$ cat src/design/mtod_pkg.sv
package mtod_pkg;

    localparam int unsigned MS_PER_SECOND = 1000;

    localparam int SEC_W   = 32;
    localparam int MS_W    = 10;
    localparam int MSUM_W  = MS_W + 1;
    localparam int PRE_W   = 20;
    localparam int TOTAL_W = SEC_W + MS_W;
    localparam int MODE_W  = 2;
    localparam int APB_AW  = 3;
    localparam int APB_DW  = 32;

    // x / 1000 == (x * RECIP_1000) >> DIV_SHIFT for every 32-bit x
    localparam int DIV_SHIFT = 38;
    localparam int RECIP_W   = 29;
    localparam int QUO_W     = SEC_W + RECIP_W - DIV_SHIFT;
    localparam logic [RECIP_W-1:0] RECIP_1000 = 29'd274877907;

    typedef logic [MODE_W-1:0] t_mode;

    localparam t_mode MODE_TICK = 2'd0;
    localparam t_mode MODE_SET  = 2'd1;
    localparam t_mode MODE_ADD  = 2'd2;
    localparam t_mode MODE_READ = 2'd3;

    // register index, taken from paddr[2]
    localparam logic REG_MS_PER_TICK  = 1'b0;
    localparam logic REG_TICKS_PER_MS = 1'b1;

    typedef struct packed {
        logic [MS_W-1:0]  ms_per_tick;
        logic [PRE_W-1:0] ticks_per_ms;
    } t_cfg;

endpackage

$ cat src/design/mtod_ifs.sv
interface mtod_in_if import mtod_pkg::*; ();
    logic             valid;
    logic             ready;
    t_mode            mode;
    logic [SEC_W-1:0] time_value;
    logic [SEC_W-1:0] add_ms;

    modport source (output valid, mode, time_value, add_ms, input ready);
    modport sink   (input valid, mode, time_value, add_ms, output ready);
endinterface

interface mtod_out_if import mtod_pkg::*; ();
    logic               valid;
    logic               ready;
    logic [SEC_W-1:0]   seconds;
    logic [MS_W-1:0]    millis_part;
    logic [TOTAL_W-1:0] total_ms;

    modport source (output valid, seconds, millis_part, total_ms, input ready);
    modport sink   (input valid, seconds, millis_part, total_ms, output ready);
endinterface

$ cat src/design/mtod_regs.sv
module mtod_regs import mtod_pkg::*; (
    input  logic              i_clk,
    input  logic              i_rst_n,
    input  logic              psel,
    input  logic              penable,
    input  logic              pwrite,
    input  logic [APB_AW-1:0] paddr,
    input  logic [APB_DW-1:0] pwdata,
    output logic [APB_DW-1:0] prdata,
    output logic              pready,
    output t_cfg              o_cfg
);

    t_cfg r_cfg;
    logic wr_en;

    assign pready = 1'b1;
    assign wr_en  = psel && penable && pwrite && pready;
    assign o_cfg  = r_cfg;

    // word aligned map, low address bits ignored
    always_ff @(posedge i_clk) begin
        if (!i_rst_n) begin
            r_cfg.ms_per_tick  <= MS_W'(1);
            r_cfg.ticks_per_ms <= '0;
        end else if (wr_en) begin
            unique case (paddr[2])
                REG_MS_PER_TICK:  r_cfg.ms_per_tick  <= pwdata[MS_W-1:0];
                REG_TICKS_PER_MS: r_cfg.ticks_per_ms <= pwdata[PRE_W-1:0];
            endcase
        end
    end

    always_comb begin
        unique case (paddr[2])
            REG_MS_PER_TICK:  prdata = APB_DW'(r_cfg.ms_per_tick);
            REG_TICKS_PER_MS: prdata = APB_DW'(r_cfg.ticks_per_ms);
        endcase
    end

endmodule

$ cat src/design/millisecond_time_of_day_clock.sv
// path of a beat: input register, quotient, remainder, time state, result register
// throughput: one beat per cycle while the output is not stalled; the seconds/millis/prescaler update is one
//   add and compare stage closed on itself, so an item may follow every cycle
// the division of add_ms by one thousand runs in two stages ahead of that loop
// reset (synchronous, active low): time and prescaler cleared, ms_per_tick = 1,
//   ticks_per_ms = 0, pipeline emptied
module millisecond_time_of_day_clock import mtod_pkg::*; (
    input  logic              i_clk,
    input  logic              i_rst_n,
    mtod_in_if.sink           i_in,
    mtod_out_if.source        o_out,
    input  logic              psel,
    input  logic              penable,
    input  logic              pwrite,
    input  logic [APB_AW-1:0] paddr,
    input  logic [APB_DW-1:0] pwdata,
    output logic [APB_DW-1:0] prdata,
    output logic              pready
);

    // configuration registers behind the apb port
    t_cfg cfg;

    mtod_regs u_regs (
        .i_clk   (i_clk),
        .i_rst_n (i_rst_n),
        .psel    (psel),
        .penable (penable),
        .pwrite  (pwrite),
        .paddr   (paddr),
        .pwdata  (pwdata),
        .prdata  (prdata),
        .pready  (pready),
        .o_cfg   (cfg)
    );

    // stage valids; stage 3 is the time state itself
    logic r_v0, r_v1, r_v2, r_v3, r_v4;
    logic rdy0, rdy1, rdy2, rdy3, rdy4;

    // each stage moves on when it is empty or the next one takes its beat,
    // so bubbles close up and input keeps flowing while a result waits, until all stages are full
    assign rdy4 = !r_v4 || o_out.ready;
    assign rdy3 = !r_v3 || rdy4;
    assign rdy2 = !r_v2 || rdy3;
    assign rdy1 = !r_v1 || rdy2;
    assign rdy0 = !r_v0 || rdy1;

    assign i_in.ready = rdy0;

    always_ff @(posedge i_clk) begin
        if (!i_rst_n) begin
            r_v0 <= 1'b0;
            r_v1 <= 1'b0;
            r_v2 <= 1'b0;
            r_v3 <= 1'b0;
            r_v4 <= 1'b0;
        end else begin
            if (rdy0) r_v0 <= i_in.valid;
            if (rdy1) r_v1 <= r_v0;
            if (rdy2) r_v2 <= r_v1;
            if (rdy3) r_v3 <= r_v2;
            if (rdy4) r_v4 <= r_v3;
        end
    end

    // ---------------------------------------------------------------
    // stage 0: input register
    // ---------------------------------------------------------------
    t_mode            r_s0_mode;
    logic [SEC_W-1:0] r_s0_time;
    logic [SEC_W-1:0] r_s0_add;

    always_ff @(posedge i_clk) begin
        if (rdy0 && i_in.valid) begin
            r_s0_mode <= i_in.mode;
            r_s0_time <= i_in.time_value;
            r_s0_add  <= i_in.add_ms;
        end
    end

    // ---------------------------------------------------------------
    // stage 1: quotient of add_ms by one thousand via the reciprocal
    // ---------------------------------------------------------------
    logic [SEC_W+RECIP_W-1:0] quo_prod;
    t_mode                    r_s1_mode;
    logic [SEC_W-1:0]         r_s1_time;
    logic [MS_W-1:0]          r_s1_add;
    logic [QUO_W-1:0]         r_s1_q;

    assign quo_prod = {{RECIP_W{1'b0}}, r_s0_add} * {{SEC_W{1'b0}}, RECIP_1000};

    always_ff @(posedge i_clk) begin
        if (rdy1 && r_v0) begin
            r_s1_mode <= r_s0_mode;
            r_s1_time <= r_s0_time;
            r_s1_add  <= r_s0_add[MS_W-1:0];
            r_s1_q    <= quo_prod[DIV_SHIFT +: QUO_W];
        end
    end

    // ---------------------------------------------------------------
    // stage 2: remainder; it is below 1024 so ten low bits are enough
    // ---------------------------------------------------------------
    logic [MS_W-1:0]  n_rem;
    t_mode            r_s2_mode;
    logic [SEC_W-1:0] r_s2_time;
    logic [QUO_W-1:0] r_s2_q;
    logic [MS_W-1:0]  r_s2_rem;

    assign n_rem = r_s1_add
                 - MS_W'(r_s1_q[MS_W-1:0] * MS_W'(MS_PER_SECOND));

    always_ff @(posedge i_clk) begin
        if (rdy2 && r_v1) begin
            r_s2_mode <= r_s1_mode;
            r_s2_time <= r_s1_time;
            r_s2_q    <= r_s1_q;
            r_s2_rem  <= n_rem;
        end
    end

    // ---------------------------------------------------------------
    // stage 3: time state update, while not stalled one beat per cycle
    // ---------------------------------------------------------------
    logic [SEC_W-1:0]  r_sec,   n_sec;
    logic [MS_W-1:0]   r_milli, n_milli;
    logic [PRE_W-1:0]  r_pre,   n_pre;
    logic              st_en;
    logic [PRE_W-1:0]  pre_next;
    logic              pre_hit;
    logic [MS_W-1:0]   tick_step;
    logic [MS_W-1:0]   ms_inc;
    logic [QUO_W-1:0]  sec_inc;
    logic              do_adv;
    logic [MSUM_W-1:0] ms_sum;
    logic              ms_wrap;
    logic [MS_W-1:0]   ms_norm;

    assign st_en = rdy3 && r_v2;

    always_comb begin
        n_sec    = r_sec;
        n_milli  = r_milli;
        n_pre    = r_pre;
        ms_inc   = '0;
        sec_inc  = '0;
        do_adv   = 1'b0;
        pre_next = r_pre + PRE_W'(1);
        pre_hit  = pre_next >= cfg.ticks_per_ms;
        // a step beyond one second is clipped so one carry always suffices
        tick_step = (cfg.ms_per_tick > MS_W'(MS_PER_SECOND))
                  ? MS_W'(MS_PER_SECOND) : cfg.ms_per_tick;

        unique case (r_s2_mode)
            MODE_TICK: begin
                do_adv = 1'b1;
                if (cfg.ms_per_tick != '0) begin
                    ms_inc = tick_step;
                end else if (cfg.ticks_per_ms > PRE_W'(1)) begin
                    // prescaler: count up, one ms and clear on reaching the limit
                    ms_inc = MS_W'(pre_hit);
                    n_pre  = pre_hit ? '0 : pre_next;
                end else begin
                    ms_inc = MS_W'(1);
                end
            end
            MODE_SET: begin
                n_sec   = r_s2_time;
                n_milli = '0;
            end
            MODE_ADD: begin
                // add_ms split into whole seconds and a sub-second part
                do_adv  = 1'b1;
                ms_inc  = r_s2_rem;
                sec_inc = r_s2_q;
            end
            default: begin
                // read only, state kept
            end
        endcase

        ms_sum  = {1'b0, r_milli} + {1'b0, ms_inc};
        ms_wrap = ms_sum >= MSUM_W'(MS_PER_SECOND);
        ms_norm = ms_wrap ? MS_W'(ms_sum - MSUM_W'(MS_PER_SECOND)) : ms_sum[MS_W-1:0];

        if (do_adv) begin
            n_milli = ms_norm;
            n_sec   = r_sec + SEC_W'(sec_inc) + SEC_W'(ms_wrap);
        end
    end

    always_ff @(posedge i_clk) begin
        if (!i_rst_n) begin
            r_sec   <= '0;
            r_milli <= '0;
            r_pre   <= '0;
        end else if (st_en) begin
            r_sec   <= n_sec;
            r_milli <= n_milli;
            r_pre   <= n_pre;
        end
    end

    // ---------------------------------------------------------------
    // stage 4: result register with the total in milliseconds
    // ---------------------------------------------------------------
    logic [TOTAL_W-1:0] tot_sec;
    logic [TOTAL_W-1:0] n_total;
    logic [SEC_W-1:0]   r_out_sec;
    logic [MS_W-1:0]    r_out_milli;
    logic [TOTAL_W-1:0] r_out_total;

    // times one thousand as 1024 - 16 - 8
    assign tot_sec = TOTAL_W'(r_sec);
    assign n_total = (tot_sec << 10) - (tot_sec << 4) - (tot_sec << 3)
                   + TOTAL_W'(r_milli);

    always_ff @(posedge i_clk) begin
        if (rdy4 && r_v3) begin
            r_out_sec   <= r_sec;
            r_out_milli <= r_milli;
            r_out_total <= n_total;
        end
    end

    assign o_out.valid       = r_v4;
    assign o_out.seconds     = r_out_sec;
    assign o_out.millis_part = r_out_milli;
    assign o_out.total_ms    = r_out_total;

    // ---------------------------------------------------------------
    // checks
    // ---------------------------------------------------------------
    a_milli_range: assert property (@(posedge i_clk) disable iff (!i_rst_n)
        r_milli < MS_W'(MS_PER_SECOND))
        else $error("millisecond part out of range");

    a_rem_range: assert property (@(posedge i_clk) disable iff (!i_rst_n)
        r_v2 |-> r_s2_rem < MS_W'(MS_PER_SECOND))
        else $error("add_ms remainder out of range");

    a_set_zero: assert property (@(posedge i_clk) disable iff (!i_rst_n)
        st_en && r_s2_mode == MODE_SET |=> r_milli == '0)
        else $error("set beat left a nonzero millisecond part");

    a_pre_hold: assert property (@(posedge i_clk) disable iff (!i_rst_n)
        st_en && r_s2_mode != MODE_TICK |=> $stable(r_pre))
        else $error("prescaler moved on a non-tick beat");

    a_read_hold: assert property (@(posedge i_clk) disable iff (!i_rst_n)
        st_en && r_s2_mode == MODE_READ |=> $stable(r_sec) && $stable(r_milli))
        else $error("read beat changed the time");

endmodule
$ cat src/flat_wrapper.sv
// flat-port wrapper written by rule: the top's interface ports become plain ports
module millisecond_time_of_day_clock_flat import mtod_pkg::*;
  (i_clk, i_rst_n, psel, penable, pwrite, paddr, pwdata, prdata, pready, i_in_valid, i_in_mode, i_in_time_value, i_in_add_ms, i_in_ready, o_out_valid, o_out_seconds, o_out_millis_part, o_out_total_ms, o_out_ready);
  mtod_in_if i_in_i ();
  mtod_out_if o_out_i ();
  input  logic i_clk;
  input  logic i_rst_n;
  input  logic psel;
  input  logic penable;
  input  logic pwrite;
  input  logic [APB_AW-1:0] paddr;
  input  logic [APB_DW-1:0] pwdata;
  output logic [APB_DW-1:0] prdata;
  output logic pready;
  input wire logic [$bits(i_in_i.valid)-1:0] i_in_valid;
  input wire logic [$bits(i_in_i.mode)-1:0] i_in_mode;
  input wire logic [$bits(i_in_i.time_value)-1:0] i_in_time_value;
  input wire logic [$bits(i_in_i.add_ms)-1:0] i_in_add_ms;
  output wire logic [$bits(i_in_i.ready)-1:0] i_in_ready;
  output wire logic [$bits(o_out_i.valid)-1:0] o_out_valid;
  output wire logic [$bits(o_out_i.seconds)-1:0] o_out_seconds;
  output wire logic [$bits(o_out_i.millis_part)-1:0] o_out_millis_part;
  output wire logic [$bits(o_out_i.total_ms)-1:0] o_out_total_ms;
  input wire logic [$bits(o_out_i.ready)-1:0] o_out_ready;
  assign i_in_i.valid = i_in_valid;
  assign i_in_i.mode = i_in_mode;
  assign i_in_i.time_value = i_in_time_value;
  assign i_in_i.add_ms = i_in_add_ms;
  assign i_in_ready = i_in_i.ready;
  assign o_out_valid = o_out_i.valid;
  assign o_out_seconds = o_out_i.seconds;
  assign o_out_millis_part = o_out_i.millis_part;
  assign o_out_total_ms = o_out_i.total_ms;
  assign o_out_i.ready = o_out_ready;
  millisecond_time_of_day_clock u_core (.i_clk(i_clk), .i_rst_n(i_rst_n), .i_in(i_in_i), .o_out(o_out_i), .psel(psel), .penable(penable), .pwrite(pwrite), .paddr(paddr), .pwdata(pwdata), .prdata(prdata), .pready(pready));
endmodule
$ cat config.mk
export PLATFORM = sky130hd
export DESIGN_NAME = millisecond_time_of_day_clock_flat
export DESIGN_NICKNAME = d
export VERILOG_FILES = /design/src/design/mtod_pkg.sv /design/src/design/mtod_ifs.sv /design/src/design/mtod_regs.sv /design/src/design/millisecond_time_of_day_clock.sv /design/src/flat_wrapper.sv
export SDC_FILE = /design/constraint.sdc
export NUM_CORES = 2
export LEC_CHECK = 0
export BUFFER_PORTS_ARGS = -buffer_cell sky130_fd_sc_hd__buf_2
export CAP_MARGIN = 20
export CORE_ASPECT_RATIO = 0.6
export CORE_MARGIN = 5
export CORE_UTILIZATION = 45
export DETAILED_ROUTE_END_ITERATION = 7
export GPL_TIMING_DRIVEN = 0
export PLACE_DENSITY = 0.6
export SLEW_MARGIN = 0
export SYNTH_ARGS = -nofsm -noshare
export SYNTH_HDL_FRONTEND = slang
export SYNTH_SLANG_ARGS = --single-unit
$ cat constraint.sdc
create_clock -name i_clk -period 9.9 [get_ports i_clk]
set_clock_uncertainty 0.15 [all_clocks]
set_input_delay 0 -clock i_clk [delete_from_list [all_inputs] [get_ports i_clk]]
set_output_delay 0 -clock i_clk [all_outputs]
set_load 0.005 [all_outputs]
* After elaboration in Yosys (flattened, before gate mapping)
Index checks and enable logic that the tools add are counted.
** Word-level totals
- Register bits :: 381
- Latch bits :: 0
- Memories :: 0
- RAM bits :: 0
- ROM bits :: 0
- Bits of input ports :: 108
** Operators by class
- Equality and inequality tests :: 2
- Reduce and logical (&&, ||, !) cells :: 25
- Shift-type cells :: 0
- Bitwise operators :: 2
- Add/subtract/negate cells :: 9
- Multiplexer cells :: 13
- $mul :: 2
- Div/mod/pow operators :: 0
- Order comparisons :: 4
** Operator list (number)
- 32-bit two-way mux :: 2
- 32-bit one-hot mux with 2 select lines :: 1
- 32-bit by 29-bit multiplier with 61-bit output, second input constant :: 1
- 10-bit two-way mux :: 5
- 42-bit by 10-bit adder with 42-bit output :: 1
- 42-bit by 35-bit subtractor with 42-bit output :: 1
- 42-bit by 36-bit subtractor with 42-bit output :: 1
- 32-bit by 1-bit adder with 32-bit output :: 1
- 32-bit by 23-bit adder with 32-bit output :: 1
- 23-bit two-way mux :: 1
- 20-bit by 1-bit adder with 20-bit output, second input constant :: 1
- 20-bit >= comparator :: 1
- 20-bit by 1-bit greater-than comparator with 1-bit output, second input constant :: 1
- 20-bit two-way mux :: 1
- 10-bit one-hot mux with 2 select lines :: 1
- 10-bit by 10-bit adder with 11-bit output :: 1
- 11-bit by 10-bit >= comparator with 1-bit output, second input constant :: 1
- 10-bit greater-than comparator, second input constant :: 1
- 10-bit by 7-bit multiplier with 7-bit output, second input constant :: 1
- 10-bit nonzero test :: 1
- 10-bit subtractor :: 1
- 10-bit subtractor, second input constant :: 1
- 1-bit logical AND :: 7
- 2-bit AND reduction :: 3
- other kinds (10) :: 20

* Logic depth before layout (Yosys ltp)
- Depth after elaboration :: 9
- Mapped depth :: 41
- Mapped depth without buffers :: 40

* Cells and area by module
A second synthesis with hierarchy kept.
** Second synthesis, totals
- Cell total of the unflattened synthesis :: 3019
- Area, all modules :: 33145.5 µm²
** By module, submodules not included
- millisecond_time_of_day_clock :: sequential area each 9839.4 µm², area an instance 31691.6 µm², instances 1, cells each 2860
- mtod_regs :: sequential area each 600.6 µm², area an instance 1453.9 µm², instances 1, cells each 159

* Worst setup path after synthesis
No wires, ideal clock.
- Path kind :: register to register
- Start point :: register u_core.r_pre[2]
- End point :: register u_core.r_sec[30]
- Path slack :: 1768 ps
- Arrival time :: 7867 ps
- Required time :: 9635 ps
- Library setup time :: 115 ps
- Stages on the path, launching flop included :: 42
- Buffers on the path :: 1
- Cells stage by stage :: dfxtp_1 -> and3_1 -> and3_1 -> clkbuf_1 -> and3_1 -> and2_1 -> and3_1 -> nand3_1 -> xnor2_1 -> ha_1 -> nand4_1 -> nor2_1 -> a21oi_1 -> o211ai_1 -> a21oi_2 -> nand2b_1 -> a32o_1 -> ha_1 -> [6 not listed] -> a21oi_1 -> xor2_1 -> or4b_4 -> nand2_1 -> inv_1 -> fa_1 -> fa_1 -> nor2b_1 -> o21ai_0 -> a21boi_0 -> o21ai_0 -> a21oi_1 -> o21ai_1 -> o211ai_1 -> o2bb2ai_1 -> and3_1 -> a41oi_1 -> o21a_1
** Between the ends
- Word-level cells in the longest chain between the ends :: 9
** Ends and longest elaborated chain
- start: declaration :: line millisecond_time_of_day_clock.sv:128 : logic [PRE_W-1:0] r_pre, n_pre;
- start signal: assignment :: line millisecond_time_of_day_clock.sv:201 : r_pre <= n_pre;
- 20-bit by 1-bit adder with 20-bit output :: line millisecond_time_of_day_clock.sv:149 : pre_next = r_pre + PRE_W'(1);
- 20-bit >= comparator :: line millisecond_time_of_day_clock.sv:150 : pre_hit = pre_next >= cfg.ticks_per_ms;
- 1-bit two-way mux :: line millisecond_time_of_day_clock.sv:160 : end else if (cfg.ticks_per_ms > PRE_W'(1)) begin
- 10-bit two-way mux :: line millisecond_time_of_day_clock.sv:158 : if (cfg.ms_per_tick != '0) begin
- 10-bit one-hot mux with 2 select lines :: line millisecond_time_of_day_clock.sv:155 : unique case (r_s2_mode)
- 10-bit by 10-bit adder with 11-bit output :: line millisecond_time_of_day_clock.sv:183 : ms_sum = {1'b0, r_milli} + {1'b0, ms_inc};
- 11-bit by 10-bit >= comparator with 1-bit output :: line millisecond_time_of_day_clock.sv:184 : ms_wrap = ms_sum >= MSUM_W'(MS_PER_SECOND);
- 32-bit by 1-bit adder with 32-bit output :: line millisecond_time_of_day_clock.sv:189 : n_sec = r_sec + SEC_W'(sec_inc) + SEC_W'(ms_wrap);
- 32-bit two-way mux :: line millisecond_time_of_day_clock.sv:187 : if (do_adv) begin
- end signal: assignment :: line millisecond_time_of_day_clock.sv:199 : r_sec <= n_sec;
- end: declaration :: line millisecond_time_of_day_clock.sv:126 : logic [SEC_W-1:0] r_sec, n_sec;
Every way passes these cells.
A chain may end at the register's enable or synchronous reset.

* Final worst setup path
Same ends and word-level chain as after synthesis.

==> run summary <==
Worst Tran Pin Value - 1.10 ns
Synth unique cells - 78
Max_cap viols - 0
Worst EP required - 10.20 ns
Final setup fails - 0
Clk pin slew, worst setup/hold paths - 0.06 ns
Die X - 357 um
Post-Syn Area - 0.0325 mm^2
F_max - 107 MHz
Gr ovfl total - 0
IO buf count - 198
Gr usage total - 22.4%
Initial antenna violation count - 1
Core area - 0.0717 mm^2
Cells after synthesis - 2,966
CP peak stage delay - 0.56 ns
Clock sinks - 380
DR WL/cell - 19.5 um
First-pass iteration count of the detailed router - 5
Global placer's final weighted congestion - 0.917
Critical Path Slowest Stage Cell - or4b_4
Top delay family on crit path - compound AO/OA/AOI/OAI gates
Worst Path Max Fanout - 6
#FFs+latches synth - 380
H-tree depth - 2
Ports - 227
Global-route wire length before repair - 135,000 um
Worst skew pair latency - 0.58 ns
Clk root buf - clkbuf_16
Async S/R FF share, synth - 0%
Row count - 76
Post-synthesis sequential area ratio - 32.1%
Setup crit end kind - register
R2R setup slack - 0.57 ns
Critical R2R Launch - u_core.r_pre[2]
Pins Over Slew Limit - 0
Min-delay worst type - input port to register
CP Launch Type - register
Hold Startpoint - i_in_time_value[25]
Most used cell, CP - a21oi_2
Area grow syn2layout - 16.6%
Layout cell share with drive strength beyond 1 - 9.72%
CTS tree - yes
Most frequent cells in the layout - inv_1 (627), ha_1 (506), fa_1 (336)
Vias per cell - 5.14
Hpwl dp - 69,200 um
RSZ-0062 raised after global routing - yes
Footprint of the multi-input gates - 0.0195 mm^2
Post-Place Cell Area - 0.0350 mm^2
Initial core utilization - 45.4%
Total CTS buffers - 40
Post-synth EDFFs - 283
Rel. slew slack - 26.8%
Ys Warns - 0
Post-layout min period - 9.33 ns
Crit. Startpoint - u_core.r_pre[2]
Iter 0 DRT Violations - 1,808
Final hold vios - 0
WL final - 85,700 um
Die height - 218 um
Vias - 22,593
Sequential cell area - 0.0104 mm^2
Worst Path Buf+Inv - 1
Antenna Cells - 0
Die ar. - 0.0779 mm^2
Crit Path Category - register to register
Largest net degree at the start of global routing - 38
Longest Clk Path Bufs - 3
Final Cycle Share - 94.2%
Design area - 0.0379 mm^2
# nets final - 4,337
DRC - 0
Post-DRT Antenna Nets - 0
Crit path DAT - 9.63 ns
Fill count - 6,332
Status - finished clean
Avg Cell Area, Syn - 11.0 um^2
Dominant register cell in the synthesized netlist - edfxtp_1
Most common cell after layout, fill and taps aside - inv_1
Vias in the first global route - 23,232
cells by family after synthesis:
family          after synthesis  synth area share, %
compound gates              439                 8.89
xor+xnor                    106                 2.86
fa+ha+maj                   843                 40.2
buf+inv                     689                 8.13
flops                       380                 32.1
mux                          21                0.681
other cells                   2               0.0231
simple gates                486                 7.12
routing by layer:
layer	global-route usage (%)	vias up	wire, um
met1	35.3	11192	43500
met5	0	-	0
met3	6.02	75	7090
met4	3.23	0	1070
li1	-	10720	-
met2	31.2	606	34000
final cells by class:
cell class                 count  share of cell area [%]
clock buffer                  51                    2.88
tap                          975                    3.22
multi-input combinational   1908                    51.6
sequential                   380                    27.5
inverter                     628                    6.22
clock inverter                22                   0.512
buffer                        59                   0.736
timing repair buffer         369                    7.34
stage by stage:
stage	TNS (ns)	utilization (%)	std cells	worst slack (ns)	hold slack [ns]
global placement	0	48.5	4150	0.275	0.0259
floorplan	0	-	2977	1.77	-0.0511
finish	0	52.9	4392	0.573	0.0335
CTS	0	52.8	4392	0.0732	0.000462
detailed placement	0	48.8	4157	0.122	0.0281
global route	-0.110	52.9	4392	-0.0444	0.0217
sequential cells by signal, indices dropped and copies added (netlist names), 30 cells and up:
| signal | count |
|---|---|
| u_core.o_out.total_ms | 42 |
| u_core.o_out.seconds | 32 |
| u_core.r_s0_add | 32 |
| u_core.r_s0_time | 32 |
| u_core.r_s1_time | 32 |
| u_core.r_s2_time | 32 |
| u_core.r_sec | 32 |
| u_core.u_regs.o_cfg | 30 |
worst reg2reg max path, delay by kind of cell, from the launching register on:
family	cells	cell delay, ns
XOR/XNOR	2	0.37
adder cells (fa/ha/maj)	5	1.78
buffers and inverters	1	0.10
AND/OR/NAND/NOR	13	2.73
flip-flops	1	0.41
AO/OA/AOI/OAI	19	3.66
synth_stat cells (all sizes together) (23+ instances only):
master	count	area, um^2
nor2	107	404
fa	336	6730
nand2	161	604
nand3	47	235
o21ai	73	369
o21a	25	189
buf	23	144
inv	627	2350
xnor2	67	587
xor2	39	342
edfxtp	283	8500
a21o	70	526
a21oi	147	751
ha	507	6340
clkbuf	38	143
and2	28	175
nor3	26	130
dfxtp	97	1940
worst paths after layout:
| check | to | depth (start not counted) |
|---|---|---|
| worst max-delay path | u_core.r_sec[30] | 40 |
| worst min-delay path | u_core.r_s0_time[25] | 2 |
| worst max register to register | u_core.r_sec[30] | 40 |
| worst min register to register | u_core.r_s2_q[7] | 0 |
what timing repair did:
action,4_1_cts,5_1_grt
endpoints found under the hold margin,124,0
resized for setup,0,10
hold buffers,162,0
setup endpoints to repair,0,14
buffers inserted,0,2
Power is not shown: default switching activity piles up to over one toggle a cycle in this logic, so the estimate is an artifact.
